<file path="src/rtl/core/crc_frame_receiver_unit_assert.svh">
// ----------------------------------------------------------------------------
// CRC frame receiver assertion macros
// Clocked, reset-gated concurrent assertion wrappers; empty under synthesis.
// ----------------------------------------------------------------------------
`ifndef CRC_FRAME_RECEIVER_UNIT_ASSERT_SVH
`define CRC_FRAME_RECEIVER_UNIT_ASSERT_SVH

`ifndef SYNTHESIS

// Implication checked at every rising clock edge outside reset.
`define CRCFR_ASSERT(label, clk, rst_n, prop, msg) \
    label: assert property (@(posedge clk) disable iff (!rst_n) (prop)) \
        else $error(msg);

// Same check with the consequent in the cycle after the antecedent.
`define CRCFR_ASSERT_NEXT(label, clk, rst_n, ante, cons, msg) \
    label: assert property (@(posedge clk) disable iff (!rst_n) (ante) |=> (cons)) \
        else $error(msg);

`else

`define CRCFR_ASSERT(label, clk, rst_n, prop, msg)
`define CRCFR_ASSERT_NEXT(label, clk, rst_n, ante, cons, msg)

`endif

`endif

</file>
<file path="src/rtl/core/crcfr_pkg.sv">
`timescale 1ns / 1ps
// ----------------------------------------------------------------------------
// CRC frame receiver package
// Result codes, register indexes and the CRC16-CCITT byte update.
// ----------------------------------------------------------------------------
package crcfr_pkg;

    localparam logic [7:0]  MIN_FRAME  = 8'd5;
    localparam logic [15:0] CRC_INIT   = 16'hFFFF;

    // Register indexes of the write port
    localparam logic [1:0] CFG_SYNC_BYTE = 2'd0;
    localparam logic [1:0] CFG_DEST_BITS = 2'd1;
    localparam logic [1:0] CFG_SEQ_MASK  = 2'd2;

    typedef enum logic [1:0] {
        KIND_PAYLOAD = 2'd0,
        KIND_ACCEPT  = 2'd1,
        KIND_REJECT  = 2'd2
    } kind_t;

    typedef enum logic [2:0] {
        ERR_NONE     = 3'd0,
        ERR_LENGTH   = 3'd1,
        ERR_DEST     = 3'd2,
        ERR_NO_SYNC  = 3'd3,
        ERR_CRC      = 3'd4
    } err_t;

    typedef struct packed {
        kind_t      kind;
        logic [7:0] payload_byte;
        logic [7:0] seq_number;
        logic [6:0] frame_length;
        err_t       error_code;
    } result_t;

    // Reflected CRC16-CCITT, one byte
    function automatic logic [15:0] crc_update(input logic [15:0] crc, input logic [7:0] b);
        logic [7:0] d;
        d = b ^ crc[7:0];
        d = d ^ {d[3:0], 4'b0000};
        return {d, crc[15:8]} ^ {12'b0, d[7:4]} ^ {5'b0, d, 3'b000};
    endfunction

endpackage

</file>
<file path="src/rtl/core/crcfr_if.sv">
`timescale 1ns / 1ps
// ----------------------------------------------------------------------------
// CRC frame receiver stream interfaces
// Byte request channel and result request channel, valid/ready handshake.
// ----------------------------------------------------------------------------
interface crcfr_rx_if;
    logic       valid;
    logic       ready;
    logic [7:0] rx_byte;

    modport source (output valid, output rx_byte, input ready);
    modport sink   (input valid, input rx_byte, output ready);
endinterface

interface crcfr_res_if;
    logic       valid;
    logic       ready;
    logic [1:0] kind;
    logic [7:0] payload_byte;
    logic [7:0] seq_number;
    logic [6:0] frame_length;
    logic [2:0] error_code;

    modport source (output valid, output kind, output payload_byte, output seq_number,
                    output frame_length, output error_code, input ready);
    modport sink   (input valid, input kind, input payload_byte, input seq_number,
                    input frame_length, input error_code, output ready);
endinterface

</file>
<file path="src/rtl/core/crc_frame_receiver_unit.sv">
`timescale 1ns / 1ps
// ----------------------------------------------------------------------------
// CRC frame receiver
// Streaming receiver for sync-terminated link frames with CRC16-CCITT check.
// ----------------------------------------------------------------------------
// The receiver takes one link byte per clock cycle on rx while rx is ready
// and delivers each result through the result register on res. A frame is a
// length byte, a sequence byte, the payload, a CRC16 high byte first, and the
// sync byte; payload bytes come out as they arrive, a bad length or sequence
// byte yields a reject, and the trailer byte an accept (sequence, length)
// or a reject (error code). The CRC byte update and the position compares
// sit between the frame state registers and the result register. A one-entry
// skid register behind the result register keeps rx ready while one result
// waits; rx stalls only when both hold results. After reset the block hunts
// for a sync byte before it takes a length byte; there is no clearing pass.
// The user writes registers through cfg_we / cfg_index / cfg_data only while
// the block is idle; the block does not enforce this. Unknown indexes are ignored.
`include "crc_frame_receiver_unit_assert.svh"

module crc_frame_receiver_unit #(
    parameter int MAX_FRAME = 64      // longest legal frame, 5..127
) (
    input  logic        clk,
    input  logic        rst_n,
    crcfr_rx_if.sink    rx,
    crcfr_res_if.source res,
    input  logic        cfg_we,
    input  logic [1:0]  cfg_index,
    input  logic [7:0]  cfg_data
);

    // ------------------------------------------------------------------
    // Configuration registers
    // ------------------------------------------------------------------
    logic [7:0] sync_byte_reg;
    logic [7:0] dest_bits_reg;
    logic [7:0] seq_mask_reg;

    always_ff @(posedge clk or negedge rst_n)
    begin
        if (!rst_n)
        begin
            sync_byte_reg <= 8'd126;
            dest_bits_reg <= 8'd16;
            seq_mask_reg  <= 8'd15;
        end
        else if (cfg_we)
        begin
            unique case (cfg_index)
                crcfr_pkg::CFG_SYNC_BYTE: sync_byte_reg <= cfg_data;
                crcfr_pkg::CFG_DEST_BITS: dest_bits_reg <= cfg_data;
                crcfr_pkg::CFG_SEQ_MASK:  seq_mask_reg  <= cfg_data;
                default: ;
            endcase
        end
    end

    // ------------------------------------------------------------------
    // Frame state
    // ------------------------------------------------------------------
    logic        hunting_reg,      hunting_next;
    logic [6:0]  byte_pos_reg,     byte_pos_next;
    logic [6:0]  exp_len_reg,      exp_len_next;
    logic [7:0]  seq_held_reg,     seq_held_next;
    logic [15:0] crc_reg,          crc_next;
    logic [7:0]  crc_high_reg,     crc_high_next;
    logic        mismatch_reg,     mismatch_next;

    // Result register plus skid entry
    crcfr_pkg::result_t out_reg,   out_next;
    logic               out_valid_reg, out_valid_next;
    crcfr_pkg::result_t skid_reg,  skid_next;
    logic               skid_valid_reg, skid_valid_next;

    logic               rx_take;
    logic               res_take;
    logic               new_valid;
    crcfr_pkg::result_t new_res;

    logic [7:0]  b;
    logic [7:0]  pos_w;          // byte position, widened for the +3 compares
    logic [7:0]  len_w;
    logic [15:0] crc_upd;
    logic [6:0]  pos_inc;

    assign rx.ready = !skid_valid_reg;
    assign rx_take  = rx.valid && rx.ready;
    assign res_take = out_valid_reg && res.ready;

    assign b       = rx.rx_byte;
    assign pos_w   = {1'b0, byte_pos_reg};
    assign len_w   = {1'b0, exp_len_reg};
    assign crc_upd = crcfr_pkg::crc_update(crc_reg, b);
    assign pos_inc = byte_pos_reg + 7'd1;

    // Per-byte frame decode
    always_comb
    begin
        hunting_next  = hunting_reg;
        byte_pos_next = byte_pos_reg;
        exp_len_next  = exp_len_reg;
        seq_held_next = seq_held_reg;
        crc_next      = crc_reg;
        crc_high_next = crc_high_reg;
        mismatch_next = mismatch_reg;
        new_valid     = 1'b0;
        new_res       = '{kind: crcfr_pkg::KIND_PAYLOAD, payload_byte: 8'd0,
                          seq_number: 8'd0, frame_length: 7'd0,
                          error_code: crcfr_pkg::ERR_NONE};

        if (rx_take)
        begin
            if (hunting_reg)
            begin
                if (b == sync_byte_reg)
                begin
                    hunting_next  = 1'b0;
                    byte_pos_next = 7'd0;
                    crc_next      = crcfr_pkg::CRC_INIT;
                    mismatch_next = 1'b0;
                end
            end
            else if (byte_pos_reg == 7'd0)
            begin
                if (b < crcfr_pkg::MIN_FRAME || b > 8'(MAX_FRAME))
                begin
                    new_valid          = 1'b1;
                    new_res.kind       = crcfr_pkg::KIND_REJECT;
                    new_res.error_code = crcfr_pkg::ERR_LENGTH;
                end
                else
                begin
                    exp_len_next  = b[6:0];
                    crc_next      = crc_upd;
                    byte_pos_next = 7'd1;
                end
            end
            else if (byte_pos_reg == 7'd1)
            begin
                if ((b & ~seq_mask_reg) != dest_bits_reg)
                begin
                    new_valid          = 1'b1;
                    new_res.kind       = crcfr_pkg::KIND_REJECT;
                    new_res.error_code = crcfr_pkg::ERR_DEST;
                end
                else
                begin
                    seq_held_next = b & seq_mask_reg;
                    crc_next      = crc_upd;
                    byte_pos_next = 7'd2;
                end
            end
            else if (pos_w + 8'd3 < len_w)
            begin
                // payload byte
                crc_next             = crc_upd;
                byte_pos_next        = pos_inc;
                new_valid            = 1'b1;
                new_res.payload_byte = b;
            end
            else if (pos_w + 8'd3 == len_w)
            begin
                crc_high_next = b;
                byte_pos_next = pos_inc;
            end
            else if (pos_w + 8'd2 == len_w)
            begin
                mismatch_next = {crc_high_reg, b} != crc_reg;
                byte_pos_next = pos_inc;
            end
            else
            begin
                // trailer: sync check goes before the CRC verdict
                new_valid = 1'b1;
                if (b != sync_byte_reg)
                begin
                    new_res.kind       = crcfr_pkg::KIND_REJECT;
                    new_res.error_code = crcfr_pkg::ERR_NO_SYNC;
                end
                else if (mismatch_reg)
                begin
                    new_res.kind       = crcfr_pkg::KIND_REJECT;
                    new_res.error_code = crcfr_pkg::ERR_CRC;
                end
                else
                begin
                    new_res.kind         = crcfr_pkg::KIND_ACCEPT;
                    new_res.seq_number   = seq_held_reg;
                    new_res.frame_length = exp_len_reg;
                    byte_pos_next        = 7'd0;
                    crc_next             = crcfr_pkg::CRC_INIT;
                    mismatch_next        = 1'b0;
                end
            end

            // any reject restarts the hunt after the failing byte
            if (new_valid && new_res.kind == crcfr_pkg::KIND_REJECT)
            begin
                hunting_next  = 1'b1;
                byte_pos_next = 7'd0;
                crc_next      = crcfr_pkg::CRC_INIT;
                mismatch_next = 1'b0;
            end
        end
    end

    // Result register / skid steering. A new result cannot arrive while the
    // skid entry is full, since rx is not ready then.
    always_comb
    begin
        out_next        = out_reg;
        out_valid_next  = out_valid_reg;
        skid_next       = skid_reg;
        skid_valid_next = skid_valid_reg;

        if (res_take)
        begin
            if (skid_valid_reg)
            begin
                out_next        = skid_reg;
                skid_valid_next = 1'b0;
            end
            else if (new_valid)
            begin
                out_next = new_res;
            end
            else
            begin
                out_valid_next = 1'b0;
            end
        end
        else if (new_valid)
        begin
            if (!out_valid_reg)
            begin
                out_next       = new_res;
                out_valid_next = 1'b1;
            end
            else
            begin
                skid_next       = new_res;
                skid_valid_next = 1'b1;
            end
        end
    end

    always_ff @(posedge clk or negedge rst_n)
    begin
        if (!rst_n)
        begin
            hunting_reg    <= 1'b1;
            byte_pos_reg   <= 7'd0;
            exp_len_reg    <= 7'd0;
            seq_held_reg   <= 8'd0;
            crc_reg        <= crcfr_pkg::CRC_INIT;
            crc_high_reg   <= 8'd0;
            mismatch_reg   <= 1'b0;
            out_valid_reg  <= 1'b0;
            skid_valid_reg <= 1'b0;
        end
        else
        begin
            hunting_reg    <= hunting_next;
            byte_pos_reg   <= byte_pos_next;
            exp_len_reg    <= exp_len_next;
            seq_held_reg   <= seq_held_next;
            crc_reg        <= crc_next;
            crc_high_reg   <= crc_high_next;
            mismatch_reg   <= mismatch_next;
            out_valid_reg  <= out_valid_next;
            skid_valid_reg <= skid_valid_next;
        end
    end

    // payload registers, no reset
    always_ff @(posedge clk)
    begin
        out_reg  <= out_next;
        skid_reg <= skid_next;
    end

    assign res.valid        = out_valid_reg;
    assign res.kind         = out_reg.kind;
    assign res.payload_byte = out_reg.payload_byte;
    assign res.seq_number   = out_reg.seq_number;
    assign res.frame_length = out_reg.frame_length;
    assign res.error_code   = out_reg.error_code;

    // ------------------------------------------------------------------
    // Assertions
    // ------------------------------------------------------------------
    `CRCFR_ASSERT(a_skid_behind_out, clk, rst_n, skid_valid_reg |-> out_valid_reg, "skid full with result register empty")
    `CRCFR_ASSERT(a_hunt_pos_zero, clk, rst_n, hunting_reg |-> (byte_pos_reg == 7'd0), "hunting with nonzero byte position")
    `CRCFR_ASSERT(a_pos_in_frame, clk, rst_n, (!hunting_reg && byte_pos_reg >= 7'd2) |-> (byte_pos_reg < exp_len_reg), "byte position past frame length")
    `CRCFR_ASSERT_NEXT(a_reject_hunts, clk, rst_n, new_valid && new_res.kind == crcfr_pkg::KIND_REJECT, hunting_reg, "reject did not restart the hunt")

endmodule
</file>
<file path="src/flat_wrapper.sv">
// flat-port wrapper written by rule: the top's interface ports become plain ports
module crc_frame_receiver_unit_flat 
#(
    parameter int MAX_FRAME = 64                                    
)
  (clk, rst_n, cfg_we, cfg_index, cfg_data, rx_valid, rx_rx_byte, rx_ready, res_valid, res_kind, res_payload_byte, res_seq_number, res_frame_length, res_error_code, res_ready);
  crcfr_rx_if rx_i ();
  crcfr_res_if res_i ();
  input  logic clk;
  input  logic rst_n;
  input  logic cfg_we;
  input  logic [1:0] cfg_index;
  input  logic [7:0] cfg_data;
  input wire logic [$bits(rx_i.valid)-1:0] rx_valid;
  input wire logic [$bits(rx_i.rx_byte)-1:0] rx_rx_byte;
  output wire logic [$bits(rx_i.ready)-1:0] rx_ready;
  output wire logic [$bits(res_i.valid)-1:0] res_valid;
  output wire logic [$bits(res_i.kind)-1:0] res_kind;
  output wire logic [$bits(res_i.payload_byte)-1:0] res_payload_byte;
  output wire logic [$bits(res_i.seq_number)-1:0] res_seq_number;
  output wire logic [$bits(res_i.frame_length)-1:0] res_frame_length;
  output wire logic [$bits(res_i.error_code)-1:0] res_error_code;
  input wire logic [$bits(res_i.ready)-1:0] res_ready;
  assign rx_i.valid = rx_valid;
  assign rx_i.rx_byte = rx_rx_byte;
  assign rx_ready = rx_i.ready;
  assign res_valid = res_i.valid;
  assign res_kind = res_i.kind;
  assign res_payload_byte = res_i.payload_byte;
  assign res_seq_number = res_i.seq_number;
  assign res_frame_length = res_i.frame_length;
  assign res_error_code = res_i.error_code;
  assign res_i.ready = res_ready;
  crc_frame_receiver_unit #(.MAX_FRAME(MAX_FRAME)) u_core (.clk(clk), .rst_n(rst_n), .rx(rx_i), .res(res_i), .cfg_we(cfg_we), .cfg_index(cfg_index), .cfg_data(cfg_data));
endmodule
</file>
<file path="config.mk">
export PLATFORM = sky130hd
export DESIGN_NAME = crc_frame_receiver_unit_flat
export DESIGN_NICKNAME = d
export VERILOG_FILES = /design/src/rtl/core/crcfr_pkg.sv /design/src/rtl/core/crcfr_if.sv /design/src/rtl/core/crc_frame_receiver_unit.sv /design/src/flat_wrapper.sv
export VERILOG_INCLUDE_DIRS = /design/src /design/src/rtl/core
export SDC_FILE = /design/constraint.sdc
export NUM_CORES = 1
export LEC_CHECK = 0
export CORE_UTILIZATION = 40
export DETAILED_ROUTE_END_ITERATION = 8
export DONT_BUFFER_PORTS = 1
export SYNTH_ARGS = -nofsm -noshare
export SYNTH_HDL_FRONTEND = slang
export SYNTH_SLANG_ARGS = --single-unit
</file>
<file path="constraint.sdc">
create_clock -name clk -period 6.2 [get_ports clk]
set_clock_uncertainty 0.15 [all_clocks]
set_input_delay 0.31 -clock clk [delete_from_list [all_inputs] [get_ports clk]]
set_output_delay 0.31 -clock clk [all_outputs]
set_load 0.01 [all_outputs]
</file>
After elaboration in Yosys (flattened, before gate mapping)

Cells that the tools add are included.

Register bits after elaboration: 130
Output and inout bits: 30
Word-level logic and storage cells: 177
Input port bits: 23

Mux-type cells: 85
Magnitude comparators: 3
$add $sub $neg: 3
Reduce and logical (&&, ||, !) cells: 23
Bitwise logic cells: 14
Equal/unequal tests: 27

Operator list:

| operator                                                       | number |
|---|---|
| two-way mux 28 bit                                             | 8 |
| two-way mux 16 bit                                             | 12 |
| two-way mux 7 bit                                              | 12 |
| two-way mux 18 bit                                             | 3 |
| two-way mux 23 bit                                             | 2 |
| two-way mux 1 bit                                              | 31 |
| two-way mux 15 bit                                             | 2 |
| two-way mux 2 bit                                              | 10 |
| != test 6 x 2 -> 1 bit (second input constant)                 | 3 |
| adder 7 x 2 -> 8 bit (second input constant)                   | 2 |
| AND 8 bit                                                      | 2 |
| equality test 8 x 7 -> 1 bit                                   | 2 |
| != test 16 bit                                                 | 1 |
| != test 8 bit                                                  | 2 |
| bitwise XOR 16 x 11 -> 16 bit                                  | 1 |
| bitwise XOR 16 x 4 -> 16 bit                                   | 1 |
| bitwise XOR 8 bit                                              | 2 |
| two-way mux 3 bit                                              | 4 |
| != test 3 x 2 -> 1 bit (second input constant)                 | 4 |
| AND reduction 6 bit                                            | 2 |
| AND reduction 3 bit                                            | 3 |
| equality test 8 bit                                            | 1 |
| greater-than comparator 8 x 7 -> 1 bit (second input constant) | 1 |
| less-than comparator 8 x 3 -> 1 bit (second input constant)    | 1 |
| other kinds (27)                                               | 43 |

Longest topological paths before layout

Gate-level depths: netlist (run 1).

Depth in word-level cells: 13
Depth in mapped cells: 15
Gate-level depth less buffers: 14

Worst setup path after synthesis (run 1)

No wires, ideal clock.

Kind: reg2reg
Start point: register u_core.byte_pos_reg[2]
End point: register u_core.skid_reg[0] in the netlist's numbering, enable pin
Cell stages (with the launch flop): 13
Path slack: 1195 ps
Library setup time: 448 ps
Required time: 5602 ps
Clock period less this slack: 5005 ps
Arrival time: 4406 ps
Buffers on the path: 0
Cells stage by stage: dfrtp_1 > ha_1 > a21oi_1 > nor2_1 > xor2_1 > ha_1 > a21o_1 > a21oi_1 > nand2b_1 > or2_2 > nand2_2 > o21ai_0 > nor3_1

Cells in the longest elaborated chain, start to end: 11
Elaborated cells on any way between the ends: 16
Those cells by class: add/sub: 2; order compare: 1; eq/ne: 3; mux: 8; reduce/logical: 2

Ends and longest elaborated chain:

| what                                                         | line                           | RTL |
|---|---|---|
| start, declared                                              | crc_frame_receiver_unit.sv:62  | `logic [6:0] byte_pos_reg, byte_pos_next;` |
| start signal, assigned                                       | crc_frame_receiver_unit.sv:264 | `byte_pos_reg <= byte_pos_next;` |
| branches (longest 6 deep; another with adder 7 x 2 -> 8 bit) | n/a                            |  |
| two-way mux 1 bit *                                          | crc_frame_receiver_unit.sv:123 | `else if (byte_pos_reg == 7'd0)` |
| two-way mux 1 bit *                                          | crc_frame_receiver_unit.sv:113 | `if (hunting_reg)` |
| two-way mux 1 bit * (2 in a row)                             | crc_frame_receiver_unit.sv:111 | `if (rx_take)` |
| AND reduction 3 bit (no line) *                              | n/a                            |  |
| end signal, assigned                                         | crc_frame_receiver_unit.sv:279 | `skid_reg <= skid_next;` |
| end, declared                                                | crc_frame_receiver_unit.sv:72  | `crcfr_pkg::result_t skid_reg, skid_next;` |

Mark *: on every way between the ends. The select of a mux whose other input is x is not followed.
A chain may end at the register's enable or synchronous reset.

Worst setup path in the final report (run 1)

Start point: register u_core.byte_pos_reg[2]
End point: register u_core.skid_reg[2] in the netlist's numbering, enable pin

Same word-level chain as after synthesis.

==> results.md, run 1 <==
• post-placement setup slack: 2.46 ns
• cell count of the worst hold path: 2
• cell area after synthesis: 6410 sq um
• RSZ-0062 raised after global routing: false
• synthesized-area fraction occupied by adder cells: 2.54%
• met2 wire length: 6.39 mm
• cell area after placement: 6560 sq um
• proportion of synthesized chip area in sequential cells: 55.7%
• area growth from synthesis to final layout: 16.4%
• Net Switching: 1.03 mW
• Remaining DRCs: 0
• area of all placed cells without fillers: 7460 sq um
• final HPWL from detailed placement: 9.19 mm
• y dimension of the die: 129 um
• starting density of the core: 41.5%
• area share of xor/xnor cells in the synthesized design: 8.47%
• gate count of the mapped netlist: 520
• number of nets in the final layout: 574
• critical path class: flop to flop
• number of non-filler instances in the completed layout: 762
• Yosys warning count: 0
• Ports: 53
• final worst path period need: 3.77 ns
• Die Outline Area: 16500 sq um
• launch point of the critical path: u_core.byte_pos_reg[2]
• vias per cell: 5.32
• Hold Worst Slack: 0.0446 ns
• number of placement rows: 45
• largest net degree at the start of global routing: 75
• deepest clock path buffer count: 2
• type of the most critical hold path: primary input to flop
• Initial DRT Pass Iterations: 5
• Internal Pwr Total: 2.31 mW
• share of total power in sequential cells: 39.6%
• combinational family with the most area after synthesis: simple AND/OR/NAND/NOR gates
• number of CTS-inserted buffers: 17
• share of final-layout standard cells stronger than drive strength 1: 21.2%
• master of the slowest instance on the critical path: sky130_fd_sc_hd__dfrtp_1
• combined global-route utilization of all metal layers: 18.7%
• routed len/inst: 18.6 um
• gr ovfl total: 0
• proportion of synthesized flip-flops having asynchronous set or reset: 56.9%
• portion of total power attributed to combinational logic: 26.2%
• Final WS setup: 2.43 ns
• critical register-to-register path endpoint: u_core.skid_reg[2]
• commonest cells after routing, fill and taps aside: sky130_fd_sc_hd__edfxtp_1 (56), sky130_fd_sc_hd__dfrtp_1 (46), sky130_fd_sc_hd__xnor2_1 (41)
• Power Density: 447 nW/um^2
• Reg-to-Reg Start: u_core.byte_pos_reg[2]
• antenna violation net count after detailed routing: 0
• met3 wire length: 846 um
• via count of the first global-routing pass: 4115
• run status: finished, final reports clean
• worst skew pair latency: 0.42 ns
• placer congestion estimate: 0.931
• CTS tree: built
• max reg flops: 28
• switching part of the total: 30.9%
• max-cap violations: 0
• clock slew seen by the registers of the worst setup and hold paths: 0.06 ns
• final hold violation count: 0
• Post-synth EDFFs: 56
• fraction of synthesized area in multiplexers: 6.11%
• antenna diode instance count: 0
• number of antenna violations at the first check in global routing: 0
• endpoint kind of the worst setup timing path: flop
• First DRT Iteration DRCs: 277
• number of distinct library cells after synthesis: 59
• Port Buffer Count: 0
• clock group share of total power: 34.3%
• final setup fails: 0
• post-synthesis net count: 556
• Clock Sinks: 130
• Clock Root Buffer: sky130_fd_sc_hd__clkbuf_16
• final standard cell utilization of the core: 48.3%
• top metal layer carrying routed signals: met4
• horizontal die dimension: 129 um
• Worst Max-Slew Pin Slew: 1.00 ns
• fraction of the mapped netlist area in simple logic gates: 12.6%
• sum of negative setup slack: 0 ns
• list of cells traversed by the critical path: ha_1, a21oi_1, nor2_1, xor2_1, ha_1, a21o_1, a21oi_1, nand2b_1, or2_2, nand2_2, o21ai_0, nor3_2, buf_4
• total wirelength of the detailed-routed design: 14.1 mm
• Routed met1 length: 6.68 mm
• Core ar.: 15400 sq um
• post-CTS setup repair buffer count: 0
• Seq cells post-synth: 130
• htree depth: 4
• required time of the critical path: 6.13 ns
• number of cells traversed by the worst register-to-register path: 13
• number of gates resized after cts: 0
• post-route fraction of the period consumed by the critical path: 60.7%
• peak ir drop on the vdd network: 0.000250 V
• Register-to-Register Setup Slack: 2.43 ns
• maximum fanout encountered on the critical timing path: 28
• max incr delay on CP: 0.48 ns
• achievable clock frequency: 0.266 GHz
• post-synthesis compound-gate area fraction: 11.4%
• most common library cell in the layout ignoring fill and taps: sky130_fd_sc_hd__edfxtp_1
• Critical Path Sink: u_core.skid_reg[2]
• top_reg_cell synth: sky130_fd_sc_hd__edfxtp_1
• total design power: 3.33 mW
• Arrival @ worst endpoint: 3.70 ns
• count of final max-slew check failures: 0
• Slew headroom: 33.1%
• global-route wire length before repair: 22.8 mm
• crit start category: flop
• Leak: 3.06 nW
• cell count after placement: 710
• synthesized area per cell: 12.3 sq um
• vias: 4054
[cell families (layout without fill, tap and decap cells)]
| group | Yosys count | in the layout |
|---|---|---|
| muxes | 35 | 35 |
| DFF | 130 | 130 |
| and+or+nand+nor | 140 | 140 |
| AOI/OAI and AO/OA | 100 | 100 |
| xor gates and xnor gates | 62 | 62 |
| adders and majority gates | 13 | 13 |
| buffers and inverters | 40 | 71 |
[metal layers]
| metal | GRT usage [%] | vias up |
|---|---|---|
| met2 | 28.3 | 121 |
| met3 | 5.95 | 25 |
| li1 | - | 1905 |
| met4 | 6.85 | 0 |
| met5 | 0 | - |
| met1 | 25.1 | 2003 |
[synthesized netlist by cell type (4+ instances only)]
cell type	n	share of area (%)
sky130_fd_sc_hd__nand3_1	8	0.62
sky130_fd_sc_hd__ha_1	13	2.5
sky130_fd_sc_hd__xnor2_1	41	5.6
sky130_fd_sc_hd__dfstp_2	28	11
sky130_fd_sc_hd__nor4_1	5	0.49
sky130_fd_sc_hd__a21o_1	30	3.5
sky130_fd_sc_hd__o22a_1	16	2.2
sky130_fd_sc_hd__edfxtp_1	56	26
sky130_fd_sc_hd__nor2_1	11	0.64
sky130_fd_sc_hd__clkbuf_1	5	0.29
sky130_fd_sc_hd__a21oi_1	8	0.62
sky130_fd_sc_hd__buf_2	11	0.86
sky130_fd_sc_hd__xor2_1	21	2.9
sky130_fd_sc_hd__inv_1	15	0.88
sky130_fd_sc_hd__nand2_1	38	2.2
sky130_fd_sc_hd__nand2b_1	4	0.39
sky130_fd_sc_hd__dfrtp_1	46	18
sky130_fd_sc_hd__nor2b_1	11	1.1
sky130_fd_sc_hd__mux2_2	33	5.8
sky130_fd_sc_hd__and3_1	4	0.39
sky130_fd_sc_hd__buf_4	4	0.47
sky130_fd_sc_hd__and2_1	19	1.9
sky130_fd_sc_hd__buf_6	4	0.70
sky130_fd_sc_hd__nor3_1	11	0.86
sky130_fd_sc_hd__o21ai_0	24	1.9
sky130_fd_sc_hd__nand4_1	8	0.78
[power groups by stage]
stage	combinational (mW)	sequential, mW	clock [mW]
after global placement	0.824	1.33	0
after CTS	0.873	1.32	1.16
final	0.872	1.32	1.14
after detailed placement	0.835	1.33	0
after global routing	0.968	1.34	1.20
after floorplan	0.732	1.29	0
[critical path, delay by kind of cell (launching register included)]
kind / cells / cell delay, ns
xor gates and xnor gates: 1 / 0.15
buffers and inverters: 1 / 0.36
AOI/OAI and AO/OA: 4 / 0.82
adders and majority gates: 2 / 0.62
and+or+nand+nor: 5 / 0.84
DFF: 1 / 0.48
[timing repair]
action	4_1_cts	5_1_grt
hold buffers	20	0
endpoints found under the hold margin	132	0
setup endpoints to repair	0	0
[layout make-up]
cell class | count | area, sq um
Clock buffer | 17 | 425
Clock inverter | 15 | 253
Fill cell | 1399 | 7970
Inverter | 15 | 56.3
Multi-Input combinational cell | 350 | 2640
Sequential cell | 130 | 3570
Tap cell | 211 | 264
Timing Repair Buffer | 24 | 248
[how the worst min path moves through the flow]
stage / startpoint / endpoint / slack [ns]
finish: rx_rx_byte[3] / u_core.crc_reg[11] / 0.04
global route: rx_rx_byte[3] / u_core.crc_reg[11] / 0.04
CTS: rx_rx_byte[3] / u_core.crc_reg[11] / 0.03
detailed placement: rst_n / u_core.crc_high_reg[4] / -0.13
global placement: rst_n / u_core.byte_pos_reg[1] / -0.13
floorplan: rst_n / u_core.byte_pos_reg[0] / -0.14
Power figures use the tool's default switching activity.
==> inputs of run 2 (changes only) <==
Clock period 6.2 ns to 3.5 ns, I/O delays scaled along.
==> run 2 against run 1 <==
  * Maximum frequency up 14%
  * Sequential share of layout area fell by 0.38 points
  * Via count decreased by 1.1%
  * Critical path depth unchanged
  * Largest cell class unchanged
  * Sequential power grew 76%
  * Critical path type unchanged
==> results.md, run 2 (synthesized netlist as in run 1, its figures left out) <==
• largest net degree at the start of global routing: 75, unchanged
• Clock Root Buffer: sky130_fd_sc_hd__clkbuf_16, unchanged
• required time of the critical path: 3.51 ns, was 6.13 ns
• gr ovfl total: 0, unchanged
• run status: finished, final reports clean, unchanged
• worst skew pair latency: 0.42 ns, about the same
• Buffers & Inverters on Critical Path: 1, unchanged
• endpoint kind of the worst setup timing path: flop, unchanged
• number of placement rows: 45, unchanged
• Initial DRT Pass Iterations: 4, was 5
• max-cap violations: 0, unchanged
• Internal Pwr Total: 4.03 mW, was 2.31 mW
• global-route wire length before repair: 23.0 mm, was 22.8 mm
• portion of total power attributed to combinational logic: 27.5%, was 26.2%
• number of cells traversed by the worst register-to-register path: 13, unchanged
• antenna diode instance count: 0, unchanged
• number of nets in the final layout: 578, was 574
• maximum fanout encountered on the critical timing path: 11, was 28
• horizontal die dimension: 129 um, unchanged
• final hold violation count: 0, unchanged
• switching part of the total: 31.1%, was 30.9%
• launch point of the critical path: u_core.byte_pos_reg[2], unchanged
• Port Buffer Count: 0, unchanged
• combined global-route utilization of all metal layers: 18.9%, was 18.7%
• list of cells traversed by the critical path: ha_2, a21oi_2, nor2_1, xor2_1, ha_1, nand3_1, or3_1, o31a_1, nand2_1, nor2_1, buf_4, and2_1, a21o_1, was ha_1, a21oi_1, nor2_1, xor2_1, ha_1, a21o_1, a21oi_1, nand2b_1, or2_2, nand2_2, o21ai_0, nor3_2, buf_4
• share of total power in sequential cells: 39.8%, was 39.6%
• achievable clock frequency: 0.304 GHz, was 0.266 GHz
• number of inserted filler cells in the final layout: 1420, was 1399
• Slew headroom: 33.2%, was 33.1%
• clock slew seen by the registers of the worst setup and hold paths: 0.06 ns, about the same
• routed len/inst: 18.8 um, was 18.6 um
• Net Switching: 1.81 mW, was 1.03 mW
• combined flip-flop and latch cell area: 3570 sq um, about the same
• Leak: 3.08 nW, was 3.06 nW
• count of cell instances traversed by the critical path: 13, unchanged
• final worst path period need: 3.29 ns, was 3.77 ns
• vias per cell: 5.23, was 5.32
• First DRT Iteration DRCs: 250, was 277
• area growth from synthesis to final layout: 17.3%, was 16.4%
• post-route fraction of the period consumed by the critical path: 94.0%, was 60.7%
• Arrival @ worst endpoint: 3.30 ns, was 3.70 ns
• final standard cell utilization of the core: 48.7%, was 48.3%
• antenna violation net count after detailed routing: 0, unchanged
• CTS tree: built, unchanged
• Die Outline Area: 16500 sq um, unchanged
• total wirelength of the detailed-routed design: 14.4 mm, was 14.1 mm
• Ports: 53, unchanged
• master of the slowest instance on the critical path: sky130_fd_sc_hd__dfrtp_1, unchanged
• startpoint of the most critical hold path: rx_rx_byte[7], was rx_rx_byte[3]
• deepest clock path buffer count: 2, unchanged
• share of final-layout standard cells stronger than drive strength 1: 22.3%, was 21.2%
• crit start category: flop, unchanged
• placer congestion estimate: 0.877, was 0.931
• max reg flops: 28, unchanged
• via count of the first global-routing pass: 4143, was 4115
• Core ar.: 15400 sq um, unchanged
• Remaining DRCs: 0, unchanged
• Clock Sinks: 130, unchanged
• max incr delay on CP: 0.50 ns, was 0.48 ns
• htree depth: 4, unchanged
• number of CTS-inserted buffers: 17, unchanged
• cell family with the largest share of critical-path delay: simple AND/OR/NAND/NOR gates, unchanged
• number of antenna violations at the first check in global routing: 0, unchanged
• sum of negative setup slack: 0 ns, unchanged
• Reg-to-Reg Start: u_core.byte_pos_reg[2], unchanged
• final setup fails: 0, unchanged
• Power Density: 777 nW/um^2, was 447 nW/um^2
• cell count of the worst hold path: 4, was 2
• cell mode on critical path: sky130_fd_sc_hd__nor2_1
• most common library cell in the layout ignoring fill and taps: sky130_fd_sc_hd__edfxtp_1, unchanged
• commonest cells after routing, fill and taps aside: sky130_fd_sc_hd__edfxtp_1 (56), sky130_fd_sc_hd__dfrtp_1 (45), sky130_fd_sc_hd__xnor2_1 (41), was sky130_fd_sc_hd__edfxtp_1 (56), sky130_fd_sc_hd__dfrtp_1 (46), sky130_fd_sc_hd__xnor2_1 (41)
• total design power: 5.84 mW, was 3.33 mW
• vias: 4009, was 4054
• y dimension of the die: 129 um, unchanged
• starting density of the core: 41.5%, unchanged
• peak ir drop on the vdd network: 0.000525 V, was 0.000250 V
• type of the most critical hold path: primary input to flop, unchanged
• clock group share of total power: 32.7%, was 34.3%
• RSZ-0062 raised after global routing: false, unchanged
• critical path class: flop to flop, unchanged
• final HPWL from detailed placement: 9.30 mm, was 9.19 mm
• Worst Max-Slew Pin Slew: 1.00 ns, about the same
• area occupied by multi-input gates: 2690 sq um, was 2640 sq um
• count of final max-slew check failures: 0, unchanged
## run 2: worst paths after layout
kind	endpoint	slack, ns
min in group asynchronous	u_core.byte_pos_reg[3]	0.17
max in group asynchronous	u_core.sync_byte_reg[6]	2.69
min	u_core.hunting_reg	0.06
min reg2reg	u_core.seq_held_reg[3]	0.32
max	u_core.res.seq_number[3]	0.21
max reg2reg	u_core.res.seq_number[3]	0.21
## run 2: worst min-delay path, delay by kind of cell
| kind | cells | cell delay (ns) |
|---|---|---|
| xor+xnor | 1 | 0.11 |
| compound gates | 1 | 0.12 |
| simple gates | 2 | 0.18 |
## run 2: metrics by stage
stage | cell area [sq um] | hold WS (ns) | setup WS [ns] | cells
after floorplan | 6470 | -0.271 | 0.0123 | 520
after global placement | 6660 | -0.265 | 0.314 | 714
after detailed placement | 6660 | -0.265 | 0.235 | 714
after CTS | 7520 | 0.0427 | 0.232 | 766
after global routing | 7520 | 0.0583 | 0.0260 | 766
final | 7520 | 0.0583 | 0.211 | 766
## run 2: final cells by class
class | instances | area share [%]
Timing Repair Buffer | 28 | 4.03
Clock inverter | 15 | 2.83
Sequential cell | 130 | 47.5
Multi-Input combinational cell | 350 | 35.8
Clock buffer | 17 | 5.66
Inverter | 15 | 0.749
Tap cell | 211 | 3.51
## run 2: timing repair
| action | CTS | global route |
|---|---|---|
| resized for setup | 0 | 1 |
| hold buffers | 20 | 0 |
| endpoints found under the setup margin | 0 | 9 |
| hold endpoints to repair | 169 | 0 |
| setup buffers | 0 | 0 |
## run 2: power by group through the flow
stage	clock network, mW	logic, mW	registers [mW]
detailed placement	0	1.54	2.35
finish	1.91	1.61	2.32
global placement	0	1.52	2.34
floorplan	0	1.33	2.28
CTS	1.95	1.62	2.33
global route	2.01	1.79	2.37
## run 2: per-layer routing
layer | vias to the layer above | GRT usage [%] | wire length (um)
met1 | 1996 | 25.7 | 6810
met4 | 0 | 5.67 | 133
met5 | - | 0 | 0
met2 | 88 | 29.5 | 6800
met3 | 13 | 5.36 | 643
li1 | 1912 | - | -
==> inputs of run 3 (changes only) <==
Settings changed: ABC_AREA from default to 1.
==> run 3 against run 2 <==
  * Die area grew 10%
  * Combinational power up 37%
  * Via count increased by 33%
  * Synthesized cell count rose by 53%
  * Cell area up 8.6%
  * Sequential cell count unchanged
  * Clock power barely moved
  * Worst setup slack gained 0.055 ns
  * Global-route usage increased by 1.4 points
  * Register-to-register slack improved by 0.05 ns
  * Largest power group unchanged
==> results.md, run 3 <==
• Power Density: 776 nW/um^2, was 777 nW/um^2
• post-placement setup slack: 0.273 ns, was 0.235 ns
• Seq cells post-synth: 130, unchanged
• y dimension of the die: 135 um, was 129 um
• CTS tree: built, unchanged
• combined global-route utilization of all metal layers: 20.3%, was 18.9%
• placer congestion estimate: 0.863, was 0.877
• Leak: 3.52 nW, was 3.08 nW
• final setup fails: 0, unchanged
• count of final max-slew check failures: 0, unchanged
• starting density of the core: 40.9%, was 41.5%
• synthesized area per cell: 8.87 sq um, was 12.3 sq um
• area growth from synthesis to final layout: 15.4%, was 17.3%
• required time of the critical path: 3.47 ns, was 3.51 ns
• most frequent cells after synthesis: sky130_fd_sc_hd__nand2_1 (181), sky130_fd_sc_hd__inv_1 (114), sky130_fd_sc_hd__nand3_1 (65), sky130_fd_sc_hd__edfxtp_1 (56), sky130_fd_sc_hd__dfrtp_1 (46), was sky130_fd_sc_hd__edfxtp_1 (56), sky130_fd_sc_hd__dfrtp_1 (46), sky130_fd_sc_hd__xnor2_1 (41), sky130_fd_sc_hd__nand2_1 (38), sky130_fd_sc_hd__mux2_2 (33)
• Core ar.: 17300 sq um, was 15400 sq um
• horizontal die dimension: 135 um, was 129 um
• top-area cell type share of the netlist area: 23.8%, was 26.2%
• total design power: 6.34 mW, was 5.84 mW
• Net Switching: 2.44 mW, was 1.81 mW
• Slew headroom: 47.3%, was 33.2%
• combinational family with the most area after synthesis: simple AND/OR/NAND/NOR gates, unchanged
• peak ir drop on the vdd network: 0.000488 V, was 0.000525 V
• number of placement rows: 48, was 45
• switching part of the total: 38.4%, was 31.1%
• via count of the first global-routing pass: 4958, was 4143
• number of distinct library cells after synthesis: 46, was 59
• antenna violation net count after detailed routing: 0, unchanged
• Arrival @ worst endpoint: 3.21 ns, was 3.30 ns
• top_reg_cell synth: sky130_fd_sc_hd__edfxtp_1, unchanged
• vias per cell: 5.05, was 5.23
• Ports: 53, unchanged
• Remaining DRCs: 0, unchanged
• number of antenna violations at the first check in global routing: 0, unchanged
• Clock Sinks: 130, unchanged
• max-cap violations: 0, unchanged
• antenna diode instance count: 0, unchanged
• fraction of the mapped netlist area in simple logic gates: 22.3%, was 12.6%
• sum of negative setup slack: 0 ns, unchanged
• endpoint kind of the worst setup timing path: flop, unchanged
• vias: 5337, was 4009
• Final WS setup: 0.265 ns, was 0.211 ns
• final HPWL from detailed placement: 11.7 mm, was 9.30 mm
• fraction of synthesized area in multiplexers: 0%, was 6.11%
• clock slew seen by the registers of the worst setup and hold paths: 0.07 ns, was 0.06 ns
• critical path class: flop to flop, unchanged
• number of CTS-inserted buffers: 17, unchanged
• deepest clock path buffer count: 2, unchanged
• most common library cell in the layout ignoring fill and taps: sky130_fd_sc_hd__nand2_1, was sky130_fd_sc_hd__edfxtp_1
• area share of xor/xnor cells in the synthesized design: 4.83%, was 8.47%
• htree depth: 4, unchanged
• achievable clock frequency: 0.309 GHz, was 0.304 GHz
• share of final-layout standard cells stronger than drive strength 1: 14.9%, was 22.3%
• max reg flops: 28, unchanged
• RSZ-0062 raised after global routing: false, unchanged
• largest net degree at the start of global routing: 75, unchanged
• type of the most critical hold path: primary input to flop, unchanged
• portion of total power attributed to combinational logic: 34.9%, was 27.5%
• leading cell type by number of instances after synthesis: sky130_fd_sc_hd__nand2_1, was sky130_fd_sc_hd__edfxtp_1
• number of nets in the final layout: 854, was 578
• cell area after placement: 7330 sq um, was 6660 sq um
• proportion of synthesized chip area in sequential cells: 50.4%, was 55.7%
• Hold Worst Slack: 0.0501 ns, was 0.0583 ns
• Worst Max-Slew Pin Slew: 0.790 ns, was 1.00 ns
• final standard cell utilization of the core: 47.2%, was 48.7%
• global-route wire length before repair: 27.8 mm, was 23.0 mm
• cell area after synthesis: 7070 sq um, was 6410 sq um
• maximum fanout encountered on the critical timing path: 28, was 11
• run status: finished, final reports clean, unchanged
• Port Buffer Count: 0, unchanged
• post-synthesis net count: 834, was 556
• cell count after placement: 1004, was 714
• worst skew pair latency: 0.43 ns, was 0.42 ns
• total wirelength of the detailed-routed design: 17.2 mm, was 14.4 mm
• synthesized-area fraction occupied by adder cells: 2.30%, was 2.54%
• Die Outline Area: 18200 sq um, was 16500 sq um
• area of all placed cells without fillers: 8160 sq um, was 7520 sq um
• Yosys warning count: 0, unchanged
• crit start category: flop, unchanged
• Internal Pwr Total: 3.90 mW, was 4.03 mW
• post-route fraction of the period consumed by the critical path: 92.4%, was 94.0%
• number of non-filler instances in the completed layout: 1056, was 766
• commonest cells after routing, fill and taps aside: sky130_fd_sc_hd__nand2_1 (181), sky130_fd_sc_hd__inv_1 (113), sky130_fd_sc_hd__nand3_1 (64), was sky130_fd_sc_hd__edfxtp_1 (56), sky130_fd_sc_hd__dfrtp_1 (45), sky130_fd_sc_hd__xnor2_1 (41)
• largest area contributor in the synthesized netlist: sky130_fd_sc_hd__edfxtp_1, unchanged
• gr ovfl total: 0, unchanged
• final hold violation count: 0, unchanged
• top cells by area in the synthesized netlist: sky130_fd_sc_hd__edfxtp_1 (24%), sky130_fd_sc_hd__dfrtp_1 (16%), sky130_fd_sc_hd__dfstp_2 (10%), was sky130_fd_sc_hd__edfxtp_1 (26%), sky130_fd_sc_hd__dfrtp_1 (18%), sky130_fd_sc_hd__dfstp_2 (11%)
• share of total power in sequential cells: 35.5%, was 39.8%
• Initial DRT Pass Iterations: 5, was 4
• Clock Root Buffer: sky130_fd_sc_hd__clkbuf_16, unchanged
• proportion of synthesized flip-flops having asynchronous set or reset: 56.9%, unchanged
• routed len/inst: 16.3 um, was 18.8 um
• Post-synth EDFFs: 56, unchanged
• clock group share of total power: 29.6%, was 32.7%
• post-synthesis compound-gate area fraction: 10.9%, was 11.4%
• First DRT Iteration DRCs: 426, was 250
• final worst path period need: 3.23 ns, was 3.29 ns
• gate count of the mapped netlist: 798, was 520
-- run 3: cell count changes in the layout (fill, tap and decap cells not counted), sizes merged, moves of 33 or more --
cell / delta
nand3: +63
nor2: +37
inv: +114
nand2: +150
mux2: -33
-- run 3: metal layers --
layer  GRT usage (%)  part of all wire [%]  routed length (um)  vias to the layer above
li1                -                     -                   -                     2666
met2            31.0                    46                7920                      151
met5               0                     0                   0                        -
met4            6.37                   1.1                 183                        0
met3            4.88                   5.5                 948                       13
met1            28.4                    47                8180                     2507
-- run 3: final cells by class --
cell class / instances / area (sq um)
tap: 225 / 282
inverter: 124 / 470
timing repair buffer: 30 / 330
clock inverter: 15 / 194
sequential: 130 / 3570
multi-input combinational: 515 / 2890
clock buffer: 17 / 425
fill: 1657 / 9130
-- run 3: kinds of logic after synthesis --
logic type / after synthesis
and+or+nand+nor: 340
buffers and inverters: 153
DFF: 130
AOI/OAI and AO/OA: 123
xor gates and xnor gates: 39
adders and majority gates: 13
-- run 3: power by group through the flow --
stage	Clock (mW)	Combinational, mW	Sequential, mW
5_1_grt	1.97	2.49	2.29
3_3_place_gp	0	2.11	2.28
4_1_cts	1.91	2.20	2.25
2_1_floorplan	0	1.80	2.19
3_5_place_dp	0	2.14	2.28
6_report	1.88	2.21	2.25
-- run 3: timing repair --
item,4_1_cts,5_1_grt
endpoints found under the setup margin,0,0
endpoints found under the hold margin,152,0
gates resized for setup,0,0
hold buffers,20,0
buffers inserted,0,0
-- run 3: final timing paths --
| kind | from | end | slack (ns) | cells past startpoint |
|---|---|---|---|---|
| worst max-delay path | u_core.byte_pos_reg[1] | u_core.res.error_code[0] | 0.27 | 15 |
| worst min-delay path | cfg_we | u_core.sync_byte_reg[1] | 0.05 | 3 |
| worst max register to register | u_core.byte_pos_reg[1] | u_core.res.error_code[0] | 0.27 | 15 |
| worst min register to register | u_core.crc_reg[5] | u_core.crc_reg[5] | 0.32 | 2 |
| max in group asynchronous | rst_n | u_core.seq_mask_reg[2] | 2.67 | 2 |
| min in group asynchronous | rst_n | u_core.crc_high_reg[1] | 0.19 | 2 |
-- run 3: critical path: stages (launching register included) --
cell	delay [ns]
sky130_fd_sc_hd__dfrtp_1	0.44
sky130_fd_sc_hd__inv_2	0.13
sky130_fd_sc_hd__ha_1	0.15
sky130_fd_sc_hd__nand2_1	0.08
sky130_fd_sc_hd__a21oi_2	0.13
sky130_fd_sc_hd__xor2_1	0.17
sky130_fd_sc_hd__ha_1	0.26
sky130_fd_sc_hd__a21o_1	0.17
sky130_fd_sc_hd__a21oi_2	0.23
sky130_fd_sc_hd__nand3_4	0.19
sky130_fd_sc_hd__inv_2	0.11
sky130_fd_sc_hd__nor2_4	0.05
sky130_fd_sc_hd__nand2_1	0.07
sky130_fd_sc_hd__nand3_2	0.13
sky130_fd_sc_hd__a22oi_2	0.24
sky130_fd_sc_hd__buf_12	0.23
